`config.mk`:
```
export PLATFORM = sky130hd
export DESIGN_NAME = delta_increment_channel_accumulator
export DESIGN_NICKNAME = d
export VERILOG_FILES = /design/src/rtl/core/dica_pkg.sv /design/src/rtl/core/delta_increment_channel_accumulator.sv /design/src/rtl/core/dica_front.sv /design/src/rtl/core/dica_queue.sv /design/src/rtl/core/dica_back.sv
export SDC_FILE = /design/constraint.sdc
export NUM_CORES = 1
export LEC_CHECK = 0
export BUFFER_PORTS_ARGS = -buffer_cell sky130_fd_sc_hd__buf_4
export CAP_MARGIN = 20
export CORE_MARGIN = 4
export CORE_UTILIZATION = 50
export DETAILED_ROUTE_END_ITERATION = 12
export PLACE_DENSITY = 0.64
export SKIP_LAST_GASP = 1
export SLEW_MARGIN = 20
export SYNTH_ARGS = -nofsm -noshare
export SYNTH_HDL_FRONTEND = slang
export SYNTH_SLANG_ARGS = --single-unit
```
`constraint.sdc`:
```
create_clock -name i_clk -period 18.3 [get_ports i_clk]
set_clock_uncertainty 0.15 [all_clocks]
set_input_delay 5.49 -clock i_clk [delete_from_list [all_inputs] [get_ports i_clk]]
set_output_delay 5.49 -clock i_clk [all_outputs]
set_load 0.02 [all_outputs]
```
`src/rtl/core/dica_pkg.sv`:
```
// Package for the delta increment channel accumulator.
// Holds the decoded operation type and fixed constants; no dependencies.
package dica_pkg;

    localparam int IN_INC_BITS   = 8;
    localparam int FULL_BITS     = 16;
    localparam int CHAN_BITS     = 2;
    localparam int QUANT_BITS    = 9;
    localparam int VALUE_BITS    = 18;
    localparam int STEP_BITS     = 13;
    localparam int CFG_IDX_BITS  = 2;
    localparam int NUM_CHAN      = 3;
    localparam int WRAP_SPAN     = 4000;
    localparam int QUANT_MAX     = 256;

    localparam logic [CFG_IDX_BITS-1:0] REG_MODE    = 2'd0;
    localparam logic [CFG_IDX_BITS-1:0] REG_QUANT_1 = 2'd1;
    localparam logic [CFG_IDX_BITS-1:0] REG_QUANT_2 = 2'd2;
    localparam logic [CFG_IDX_BITS-1:0] REG_QUANT_3 = 2'd3;

    localparam logic [CHAN_BITS-1:0] CHAN_ONE   = 2'd0;
    localparam logic [CHAN_BITS-1:0] CHAN_TWO   = 2'd1;
    localparam logic [CHAN_BITS-1:0] CHAN_THREE = 2'd2;

    localparam logic CMD_INCREMENT = 1'b0;
    localparam logic CMD_RESYNC    = 1'b1;

    typedef struct packed {
        logic [NUM_CHAN-1:0]         mask;
        logic                        load;
        logic                        wrap;
        logic [FULL_BITS-1:0]        full;
        logic signed [STEP_BITS-1:0] step_one;
        logic signed [STEP_BITS-1:0] step_two;
        logic signed [STEP_BITS-1:0] step_three;
    } t_op;

endpackage

```
`src/rtl/core/delta_increment_channel_accumulator.sv`:
```
// Top level of the delta increment channel accumulator: configuration
// registers, front end, operation queue and back end. Depends on dica_pkg.
//
// Each input transfer is decoded in the cycle it is taken and, when it changes
// at least one channel, placed in a two-entry queue; transfers that change no
// channel produce no result. While the output is not stalled, the back end
// updates one channel counter per cycle and emits one result per cycle, so an
// item with n changed channels (1 to 3) yields n results and the sustained rate
// is one result per cycle. The input stalls only when the queue holds two
// pending items.
module delta_increment_channel_accumulator
    import dica_pkg::*;
#(
    parameter int COUNTER_BITS = 18
) (
    input  logic                    i_clk,
    input  logic                    i_rst_n,
    input  logic                    i_in_valid,
    output logic                    o_in_stall,
    input  logic                    i_cmd,
    input  logic [IN_INC_BITS-1:0]  i_increment,
    input  logic [CHAN_BITS-1:0]    i_channel,
    input  logic [FULL_BITS-1:0]    i_full_value,
    output logic                    o_out_valid,
    input  logic                    i_out_stall,
    output logic [CHAN_BITS-1:0]    o_out_channel,
    output logic signed [VALUE_BITS-1:0] o_value,
    output logic                    o_last,
    input  logic                    i_cfg_valid,
    output logic                    o_cfg_ready,
    input  logic [CFG_IDX_BITS-1:0] i_cfg_index,
    input  logic [QUANT_BITS-1:0]   i_cfg_data
);

    logic                  r_mode;
    logic [QUANT_BITS-1:0] r_quant_one;
    logic [QUANT_BITS-1:0] r_quant_two;
    logic [QUANT_BITS-1:0] r_quant_three;

    logic                  w_full;
    logic                  w_push;
    t_op                   w_op;
    logic                  w_pop;
    logic                  w_head_valid;
    t_op                   w_head;
    logic [VALUE_BITS-1:0] w_value;

    assign o_cfg_ready = 1'b1;

    always_ff @(posedge i_clk) begin
        if (!i_rst_n) begin
            r_mode        <= 1'b0;
            r_quant_one   <= QUANT_BITS'(1);
            r_quant_two   <= QUANT_BITS'(1);
            r_quant_three <= QUANT_BITS'(1);
        end else if (i_cfg_valid && o_cfg_ready) begin
            case (i_cfg_index)
                REG_MODE:    r_mode        <= i_cfg_data[0];
                REG_QUANT_1: r_quant_one   <= i_cfg_data;
                REG_QUANT_2: r_quant_two   <= i_cfg_data;
                REG_QUANT_3: r_quant_three <= i_cfg_data;
                default: ;
            endcase
        end
    end

    assign o_in_stall = w_full;

    dica_front u_front (
        .i_accept      (i_in_valid && !w_full),
        .i_cmd         (i_cmd),
        .i_increment   (i_increment),
        .i_channel     (i_channel),
        .i_full_value  (i_full_value),
        .i_mode        (r_mode),
        .i_quant_one   (r_quant_one),
        .i_quant_two   (r_quant_two),
        .i_quant_three (r_quant_three),
        .o_push        (w_push),
        .o_op          (w_op)
    );

    dica_queue u_queue (
        .i_clk        (i_clk),
        .i_rst_n      (i_rst_n),
        .i_push       (w_push),
        .i_op         (w_op),
        .i_pop        (w_pop),
        .o_full       (w_full),
        .o_head_valid (w_head_valid),
        .o_head       (w_head)
    );

    dica_back #(
        .COUNTER_BITS (COUNTER_BITS)
    ) u_back (
        .i_clk         (i_clk),
        .i_rst_n       (i_rst_n),
        .i_head_valid  (w_head_valid),
        .i_head        (w_head),
        .o_pop         (w_pop),
        .o_out_valid   (o_out_valid),
        .i_out_stall   (i_out_stall),
        .o_out_channel (o_out_channel),
        .o_value       (w_value),
        .o_last        (o_last)
    );

    assign o_value = $signed(w_value);

endmodule

```
`src/rtl/core/dica_front.sv`:
```
// Front end: decodes one input item into per-channel step or load operations.
// Depends on dica_pkg.
module dica_front
    import dica_pkg::*;
(
    input  logic                   i_accept,
    input  logic                   i_cmd,
    input  logic [IN_INC_BITS-1:0] i_increment,
    input  logic [CHAN_BITS-1:0]   i_channel,
    input  logic [FULL_BITS-1:0]   i_full_value,
    input  logic                   i_mode,
    input  logic [QUANT_BITS-1:0]  i_quant_one,
    input  logic [QUANT_BITS-1:0]  i_quant_two,
    input  logic [QUANT_BITS-1:0]  i_quant_three,
    output logic                   o_push,
    output t_op                    o_op
);

    function automatic logic [QUANT_BITS-1:0] eff_quant(input logic [QUANT_BITS-1:0] q);
        logic [QUANT_BITS-1:0] r;
        r = q;
        if (q == '0) r = QUANT_BITS'(1);
        else if (q > QUANT_BITS'(QUANT_MAX)) r = QUANT_BITS'(QUANT_MAX);
        return r;
    endfunction

    function automatic logic signed [STEP_BITS-1:0] make_step(
        input logic [2:0]            mag,
        input logic [QUANT_BITS-1:0] q,
        input logic                  down
    );
        logic [STEP_BITS-2:0]        amt;
        logic signed [STEP_BITS-1:0] s;
        amt = (STEP_BITS-1)'(mag * q);
        s   = $signed({1'b0, amt});
        return down ? -s : s;
    endfunction

    logic [QUANT_BITS-1:0] w_q1;
    logic [QUANT_BITS-1:0] w_q2;
    logic [QUANT_BITS-1:0] w_q3;
    t_op                   w_op;

    assign w_q1 = eff_quant(i_quant_one);
    assign w_q2 = eff_quant(i_quant_two);
    assign w_q3 = eff_quant(i_quant_three);

    always_comb begin
        w_op            = '0;
        w_op.full       = i_full_value;
        w_op.step_one   = make_step(i_increment[2:0], w_q1, i_increment[3]);
        if (i_cmd == CMD_RESYNC) begin
            w_op.load = 1'b1;
            case (i_channel)
                CHAN_ONE:   w_op.mask = 3'b001;
                CHAN_TWO:   w_op.mask = 3'b010;
                CHAN_THREE: w_op.mask = i_mode ? 3'b100 : 3'b000;
                default:    w_op.mask = 3'b000;
            endcase
        end else begin
            w_op.mask[0] = i_increment[2:0] != 3'd0;
            if (!i_mode) begin
                w_op.mask[1]  = i_increment[6:4] != 3'd0;
                w_op.step_two = make_step(i_increment[6:4], w_q2, i_increment[7]);
            end else begin
                w_op.wrap       = 1'b1;
                w_op.mask[1]    = i_increment[4];
                w_op.mask[2]    = i_increment[6];
                w_op.step_two   = make_step(3'd1, w_q2, i_increment[5]);
                w_op.step_three = make_step(3'd1, w_q3, i_increment[7]);
            end
        end
    end

    assign o_op   = w_op;
    assign o_push = i_accept && (w_op.mask != '0);

endmodule

```
`src/rtl/core/dica_queue.sv`:
```
// Two-entry queue of decoded operations between front and back end.
// Depends on dica_pkg.
module dica_queue
    import dica_pkg::*;
(
    input  logic i_clk,
    input  logic i_rst_n,
    input  logic i_push,
    input  t_op  i_op,
    input  logic i_pop,
    output logic o_full,
    output logic o_head_valid,
    output t_op  o_head
);

    t_op        r_mem [2];
    logic       r_wp;
    logic       r_rp;
    logic [1:0] r_cnt;
    logic [1:0] n_cnt;

    always_comb begin
        n_cnt = r_cnt;
        if (i_push && !i_pop) n_cnt = r_cnt + 2'd1;
        else if (!i_push && i_pop) n_cnt = r_cnt - 2'd1;
    end

    always_ff @(posedge i_clk) begin
        if (!i_rst_n) begin
            r_wp  <= 1'b0;
            r_rp  <= 1'b0;
            r_cnt <= 2'd0;
        end else begin
            r_cnt <= n_cnt;
            if (i_push) r_wp <= ~r_wp;
            if (i_pop)  r_rp <= ~r_rp;
        end
    end

    always_ff @(posedge i_clk) begin
        if (i_push) r_mem[r_wp] <= i_op;
    end

    assign o_full       = r_cnt == 2'd2;
    assign o_head_valid = r_cnt != 2'd0;
    assign o_head       = r_mem[r_rp];

    a_cnt_range: assert property (@(posedge i_clk) disable iff (!i_rst_n)
        r_cnt != 2'd3) else $error("queue count out of range");
    a_no_underflow: assert property (@(posedge i_clk) disable iff (!i_rst_n)
        i_pop |-> r_cnt != 2'd0) else $error("pop from empty queue");

endmodule

```
`src/rtl/core/dica_back.sv`:
```
// Back end: applies one channel operation per cycle to the counters while the
// output is not stalled, and drives the result register. Depends on dica_pkg.
module dica_back
    import dica_pkg::*;
#(
    parameter int COUNTER_BITS = 18
) (
    input  logic                  i_clk,
    input  logic                  i_rst_n,
    input  logic                  i_head_valid,
    input  t_op                   i_head,
    output logic                  o_pop,
    output logic                  o_out_valid,
    input  logic                  i_out_stall,
    output logic [CHAN_BITS-1:0]  o_out_channel,
    output logic [VALUE_BITS-1:0] o_value,
    output logic                  o_last
);

    localparam int W  = COUNTER_BITS + 2;
    localparam int EW = (COUNTER_BITS > VALUE_BITS) ? COUNTER_BITS : VALUE_BITS;
    localparam logic signed [W-1:0] SAT_HI = W'((64'sd1 <<< (COUNTER_BITS - 1)) - 64'sd1);
    localparam logic signed [W-1:0] SAT_LO = -SAT_HI - W'(1);
    localparam logic signed [W-1:0] SPAN   = W'(WRAP_SPAN);

    logic signed [COUNTER_BITS-1:0] r_ctr [NUM_CHAN];
    logic [NUM_CHAN-1:0]            r_done;
    logic                           r_out_valid;
    logic [CHAN_BITS-1:0]           r_out_channel;
    logic [VALUE_BITS-1:0]          r_value;
    logic                           r_last;

    logic [NUM_CHAN-1:0]            w_pend;
    logic [NUM_CHAN-1:0]            w_sel_hot;
    logic [CHAN_BITS-1:0]           w_sel;
    logic                           w_fire;
    logic                           w_last;
    logic signed [STEP_BITS-1:0]    w_step;
    logic signed [W-1:0]            w_sum;
    logic signed [W-1:0]            w_wrapped;
    logic signed [W-1:0]            w_sat;
    logic signed [COUNTER_BITS-1:0] n_ctr;
    logic signed [EW-1:0]           w_ext;

    assign w_pend = i_head.mask & ~r_done;

    always_comb begin
        if (w_pend[0]) begin
            w_sel = CHAN_ONE;   w_sel_hot = 3'b001; w_step = i_head.step_one;
        end else if (w_pend[1]) begin
            w_sel = CHAN_TWO;   w_sel_hot = 3'b010; w_step = i_head.step_two;
        end else begin
            w_sel = CHAN_THREE; w_sel_hot = 3'b100; w_step = i_head.step_three;
        end
    end

    assign w_fire = i_head_valid && (!r_out_valid || !i_out_stall);
    assign w_last = (w_pend & ~w_sel_hot) == '0;
    assign o_pop  = w_fire && w_last;

    always_comb begin
        if (i_head.load) begin
            w_sum = W'($signed({1'b0, i_head.full}));
        end else begin
            w_sum = W'(r_ctr[w_sel[1:0]]) + W'(w_step);
        end
        w_wrapped = w_sum;
        if (!i_head.load && i_head.wrap && w_sel != CHAN_ONE) begin
            if (w_sum >= SPAN) w_wrapped = w_sum - SPAN;
            else if (w_sum < 0) w_wrapped = w_sum + SPAN;
        end
        if (w_wrapped > SAT_HI) w_sat = SAT_HI;
        else if (w_wrapped < SAT_LO) w_sat = SAT_LO;
        else w_sat = w_wrapped;
        n_ctr = w_sat[COUNTER_BITS-1:0];
        w_ext = EW'(n_ctr);
    end

    always_ff @(posedge i_clk) begin
        if (!i_rst_n) begin
            r_ctr[0]    <= '0;
            r_ctr[1]    <= '0;
            r_ctr[2]    <= '0;
            r_done      <= '0;
            r_out_valid <= 1'b0;
        end else begin
            if (w_fire) begin
                r_ctr[w_sel[1:0]] <= n_ctr;
                r_done            <= w_last ? '0 : (r_done | w_sel_hot);
                r_out_valid       <= 1'b1;
            end else if (!i_out_stall) begin
                r_out_valid <= 1'b0;
            end
        end
    end

    always_ff @(posedge i_clk) begin
        if (w_fire) begin
            r_out_channel <= w_sel;
            r_value       <= w_ext[VALUE_BITS-1:0];
            r_last        <= w_last;
        end
    end

    assign o_out_valid   = r_out_valid;
    assign o_out_channel = r_out_channel;
    assign o_value       = r_value;
    assign o_last        = r_last;

    a_head_pending: assert property (@(posedge i_clk) disable iff (!i_rst_n)
        i_head_valid |-> w_pend != '0) else $error("queue head has no pending channel");
    a_done_subset: assert property (@(posedge i_clk) disable iff (!i_rst_n)
        i_head_valid |-> (r_done & ~i_head.mask) == '0) else $error("done bits outside mask");
    a_done_idle: assert property (@(posedge i_clk) disable iff (!i_rst_n)
        !i_head_valid |-> r_done == '0) else $error("done bits left without head");
    a_chan_range: assert property (@(posedge i_clk) disable iff (!i_rst_n)
        o_out_valid |-> o_out_channel != 2'd3) else $error("bad result channel");

endmodule

```
* Yosys cells after proc, flatten, opt, wreduce, memory -nomap -nowiden
Memories as Yosys holds them, arrays and structs flattened. A register that Yosys moved wholly into a read port is not among the register bits.
Cells that the tools add are included.
** Storage, ports and cells
- Flip-flop bits (word level) :: 57
- RAM bits :: 174
- Output and inout bits :: 24
- Logic and storage cells :: 127
- Memories :: 2
** Memories
- u_queue.r_mem :: words 2, bits a word 60, rd ports 1, clocked after Yosys merged registers in 1, write ports 1, line dica_queue.sv:16 : t_op r_mem [2];
- u_back.r_ctr :: words 3, bits a word 18, rd ports 1, clocked after Yosys merged registers in 0, write ports 3, line dica_back.sv:26 : logic signed [COUNTER_BITS-1:0] r_ctr [NUM_CHAN];
** Operators by class
- Add/subtract/negate cells :: 9
- Multipliers :: 2
- Order comparisons :: 7
- Equality and inequality tests :: 7
- Muxes and demuxes :: 49
- Bitwise gates (word level) :: 7
- Reduce and logical (&&, ||, !) cells :: 32
** Operators by type and width (count)
- $mux W13 :: 8
- $mux W20 :: 4
- $mux W18 :: 3
- $mux W9 :: 6
- $gt A9 B9 Y1 const B :: 3
- $logic_not A9 Y1 :: 3
- $mux W26 :: 1
- $neg A12 Y13 :: 2
- $neg A9 Y13 :: 2
- $mul A3 B9 Y12 :: 2
- $add A20 B13 Y20 const B :: 1
- $ge A20 B13 Y1 const B :: 1
- $gt A20 B18 Y1 const B :: 1
- $lt A20 B1 Y1 const B :: 1
- $lt A20 B18 Y1 const B :: 1
- $sub A20 B13 Y20 const B :: 1
- $add A18 B13 Y19 :: 1
- $reduce_or A18 Y1 :: 1
- $mux W1 :: 16
- $mux W3 :: 5
- $mux W2 :: 5
- $pmux W3 S3 :: 1
- $reduce_bool A3 Y1 :: 3
- $eq A2 B2 Y1 const B :: 4
- 15 further kinds :: 37

* Longest topological paths before layout
An unclocked memory read counts as a cell.
- Depth in word-level cells :: 15
- Depth in mapped cells :: 27

* Cells and area by module
From an unflattened synthesis, not the netlist that was laid out.
** Second synthesis, totals
- Cell total of the unflattened synthesis :: 1389
- Area total of the unflattened synthesis :: 14401.3 um2
** Modules (own cells, without submodules)
- dica_back :: instances 1, cells each 613, area each 5798.1 um2, seq. area each 2332.2 um2
- dica_queue :: instances 1, cells each 209, area each 4535.6 um2, seq. area each 3703.6 um2
- dica_front :: instances 1, cells each 459, area each 2967.8 um2, seq. area each 0.0 um2
- delta_increment_channel_accumulator :: instances 1, cells each 108, area each 1099.8 um2, seq. area each 560.5 um2

* Worst setup path before layout
Ideal clock, no wire load.
- Path kind :: input port to flip-flop
- Start :: input i_cmd
- End :: memory u_queue.r_mem[0][0] in the netlist's numbering (enable)
- Setup time :: 0.486 ns
- Data arrival time :: 9.205 ns
- Required time :: 17.664 ns
- Path slack :: 8.459 ns
- Stages :: 7
- Path buffers :: 1
- Cells stage by stage :: clkbuf_1 -> nand2_1 -> o22ai_1 -> and2_1 -> nor3_1 -> nor3b_1 -> nor2b_1
** RTL lines
- start: declaration :: line delta_increment_channel_accumulator.sv:20 : input logic i_cmd,
- end: declaration :: line dica_queue.sv:16

==> out/qor.yml <==
syn-instance-count: 1418
swShare_pct: 43.3
vdd_ir_drop_max_mv: 0.112
synth_top_area_share_pct: 41.0
vias: 10600
numClockSinks: 232
grt_max_degree: 61
cts_root_buf: "clkbuf_16"
synth_top_cells_by_area: "edfxtp_1 (41%), dfxtp_1 (5.2%), nand2_1 (5.0%)"
grt_first_pass_wirelength_um: 54300
synth-seq-area-share_pct: 46.2
fin_setup_tns_ns: 0
p_int_mw: 1.57
cts_setup_buffers: 0
rsz0062_at_grt: "false"
via_per_inst: 5.77
fin_nets: 1553
p_clk_share_pct: 19.7
crit_arrival_ns: 8.76
crit_chain: "buf_4, nand2_1, fa_1, inv_1, ha_1, fa_1, a21o_1, a21oi_1, o21bai_1, a21oi_1, xnor2_1, or3_1, o31ai_1, xnor2_1, mux2i_1, nor2_1"
ys_ff_latch: 232
status: "complete, no violations"
design_area_sq_um: 16000
critPathMaxFanout: 24
die_y_um: 177
htree_levels: 1
start_util_pct: 51.0
die_w_um: 177
crit_buf_inv: 2
slowest_delay_ns: 0.51
cts_made_buffers: 26
path_clk_slew_ns: 0.06
layout-drive-gt1-share_pct: 13.5
post_cts_resized: 0
cp_slowest_cell: "fa_1"
ant_nets: 0
cts_tree: "done"
nFillCells: 2469
route.detailed.drc: 0
combPwrFrac_pct: 53.4
final_cells: 1841
ios: 67
placed_area_sq_um: 15000
numPortBuffers: 65
synth-edff-count: 195
top_layer: "met4"
tightest_slew_ns: 0.983
syn_nets: 1525
finalSetupViolCount: 0
power.leakage_nw: 6.19
hold_viol_final: 0
rows: 61
layout_commonest_cell: "edfxtp_1"
n_antenna_cell: 0
wl_met1_um: 15900
hold_buffers: 0
worstPathRequired_ns: 18.41
hpwl_um: 24400
met3_length_um: 2000
antenna_found_initial: 0
firstDrtPassIters: 6
grtUsageTotal_pct: 21.5
fmax_ghz: 0.116
hold_path.class: "reg -> reg"
period_share_pct: 47.3
clk_path_buf_depth: 3
p_per_area_nw_per_um2: 174
place_inst: 1795
first_iter_violations: 1066
synth_cell_types: 86
finalPower_mw: 2.77
grt_pass1_vias: 10000
crit_type: "in -> reg"
ys.flop_type: "edfxtp_1"
die_area_sq_um: 31300
grt_overflow: 0
seq_power_share_pct: 26.8
slew_violations: 0
crit_path_end_kind: "register"
avgSynthCellArea_sq_um: 10.1
totalWireLength_um: 34000
dr_wl_met2_um: 15600
synth-async-reset-ratio_pct: 0
layout_min_cycle_time_ns: 8.65
drv_cap: 0
clk_latency_ns: 0.52
yosys.area.top_type: "edfxtp_1"
slew_headroom_pct: 34.3
area_delta_synth_final_pct: 11.7
routedWlPerCell_um: 18.5
crit_family: "adder cells"
final_cell_mix: "edfxtp_1 (195), nand2_1 (192), nor2_1 (94), o21ai_0 (91), a21oi_1 (82)"
syn_area_sq_um: 14300
gp_congestion: 0.906
crit_path_start_kind: "input port"
core_sq_um: 28000
p_sw_mw: 1.20
ys_warn_count: 0
through the flow:
stage / worst slack, ns / utilization (%) / hold slack [ns]
after global routing: 9.41 / 57.0 / 0.309
after detailed placement: 9.12 / 53.6 / 0.281
after floorplan: 8.46 / - / 0.262
final: 9.65 / 57.0 / 0.285
after CTS: 9.66 / 56.9 / 0.289
after global placement: 9.13 / 53.6 / 0.269
kinds of logic (layout without fill, tap and decap cells):
group | after synthesis | count (layout) | share of synthesized area, %
AO/OA/AOI/OAI | 342 | 342 | 15.4
XOR/XNOR | 58 | 58 | 3.56
adder cells (fa/ha/maj) | 64 | 64 | 6.50
buffers and inverters | 139 | 184 | 4.02
flip-flops | 232 | 232 | 46.2
multiplexers | 93 | 93 | 7.92
other | 1 | 1 | 0.0263
AND/OR/NAND/NOR | 489 | 489 | 16.4
tightest hold or removal path, cell delays in order (launching register included):
cell and delay (ns):
dfxtp_1 0.31, nand2_1 0.05, a21oi_1 0.03
Yosys cell counts (21+ instances only):
| cell | count |
|---|---|
| nor2_1 | 96 |
| nand3_1 | 25 |
| and3_1 | 24 |
| mux2i_1 | 50 |
| nor3_1 | 28 |
| nand2_1 | 192 |
| ha_1 | 47 |
| xnor2_1 | 42 |
| edfxtp_1 | 195 |
| nor2b_1 | 35 |
| a21oi_1 | 83 |
| dfxtp_1 | 37 |
| o21ai_0 | 91 |
| inv_1 | 60 |
| and2_1 | 25 |
| mux2_2 | 30 |
| clkbuf_1 | 46 |
| a31oi_1 | 21 |
power by group through the flow:
stage	registers, mW	clock network [mW]	logic (mW)
after detailed placement	0.754	0	1.44
final	0.743	0.547	1.48
after floorplan	0.780	0	1.06
after global routing	0.751	0.580	1.62
after CTS	0.744	0.557	1.45
after global placement	0.751	0	1.43
layout make-up:
| class | instances | area [sq um] | share of cell area [%] |
|---|---|---|---|
| Clock buffer | 29 | 703 | 4.41 |
| Timing Repair Buffer | 77 | 598 | 3.75 |
| Multi-Input combinational cell | 1047 | 7150 | 44.8 |
| Clock inverter | 16 | 204 | 1.28 |
| Inverter | 62 | 233 | 1.46 |
| Sequential cell | 232 | 6600 | 41.3 |
| Tap cell | 378 | 473 | 2.96 |
sequential cells by signal (all words and copies together), names as in the netlist, 2 cells and up, named ones only:
| register | cells |
|---|---|
| u_back.r_done | 3 |
| u_back.r_ctr | 54 |
| u_queue.r_cnt | 2 |
| r_quant_one | 9 |
| u_queue.r_mem | 120 |
| u_back.o_out_channel | 2 |
| u_back.o_value | 18 |
| r_quant_three | 9 |
| r_quant_two | 9 |
final timing paths:
kind | slack (ns) | cells after the start | endpoint | startpoint
worst min-delay path | 0.28 | 2 | u_back.r_done[2]$_SDFFE_PN0P_ | u_back.r_done[2]$_SDFFE_PN0P_
worst max register to register | 10.83 | 23 | u_back.r_ctr[2][16]$_SDFFCE_PN0P_ | register
worst max-delay path | 9.65 | 16 | u_queue.r_mem[0][24]$_DFFE_PP_ | i_increment[5]
worst min register to register | 0.28 | 2 | u_back.r_done[2]$_SDFFE_PN0P_ | u_back.r_done[2]$_SDFFE_PN0P_
layer usage:
metal	vias up	global-route usage, %
met2	312	34.5
met5	-	0
met3	37	2.82
li1	5211	-
met1	5060	32.0
met4	0	3.77
Note: power is estimated with default switching activity, not from simulation.
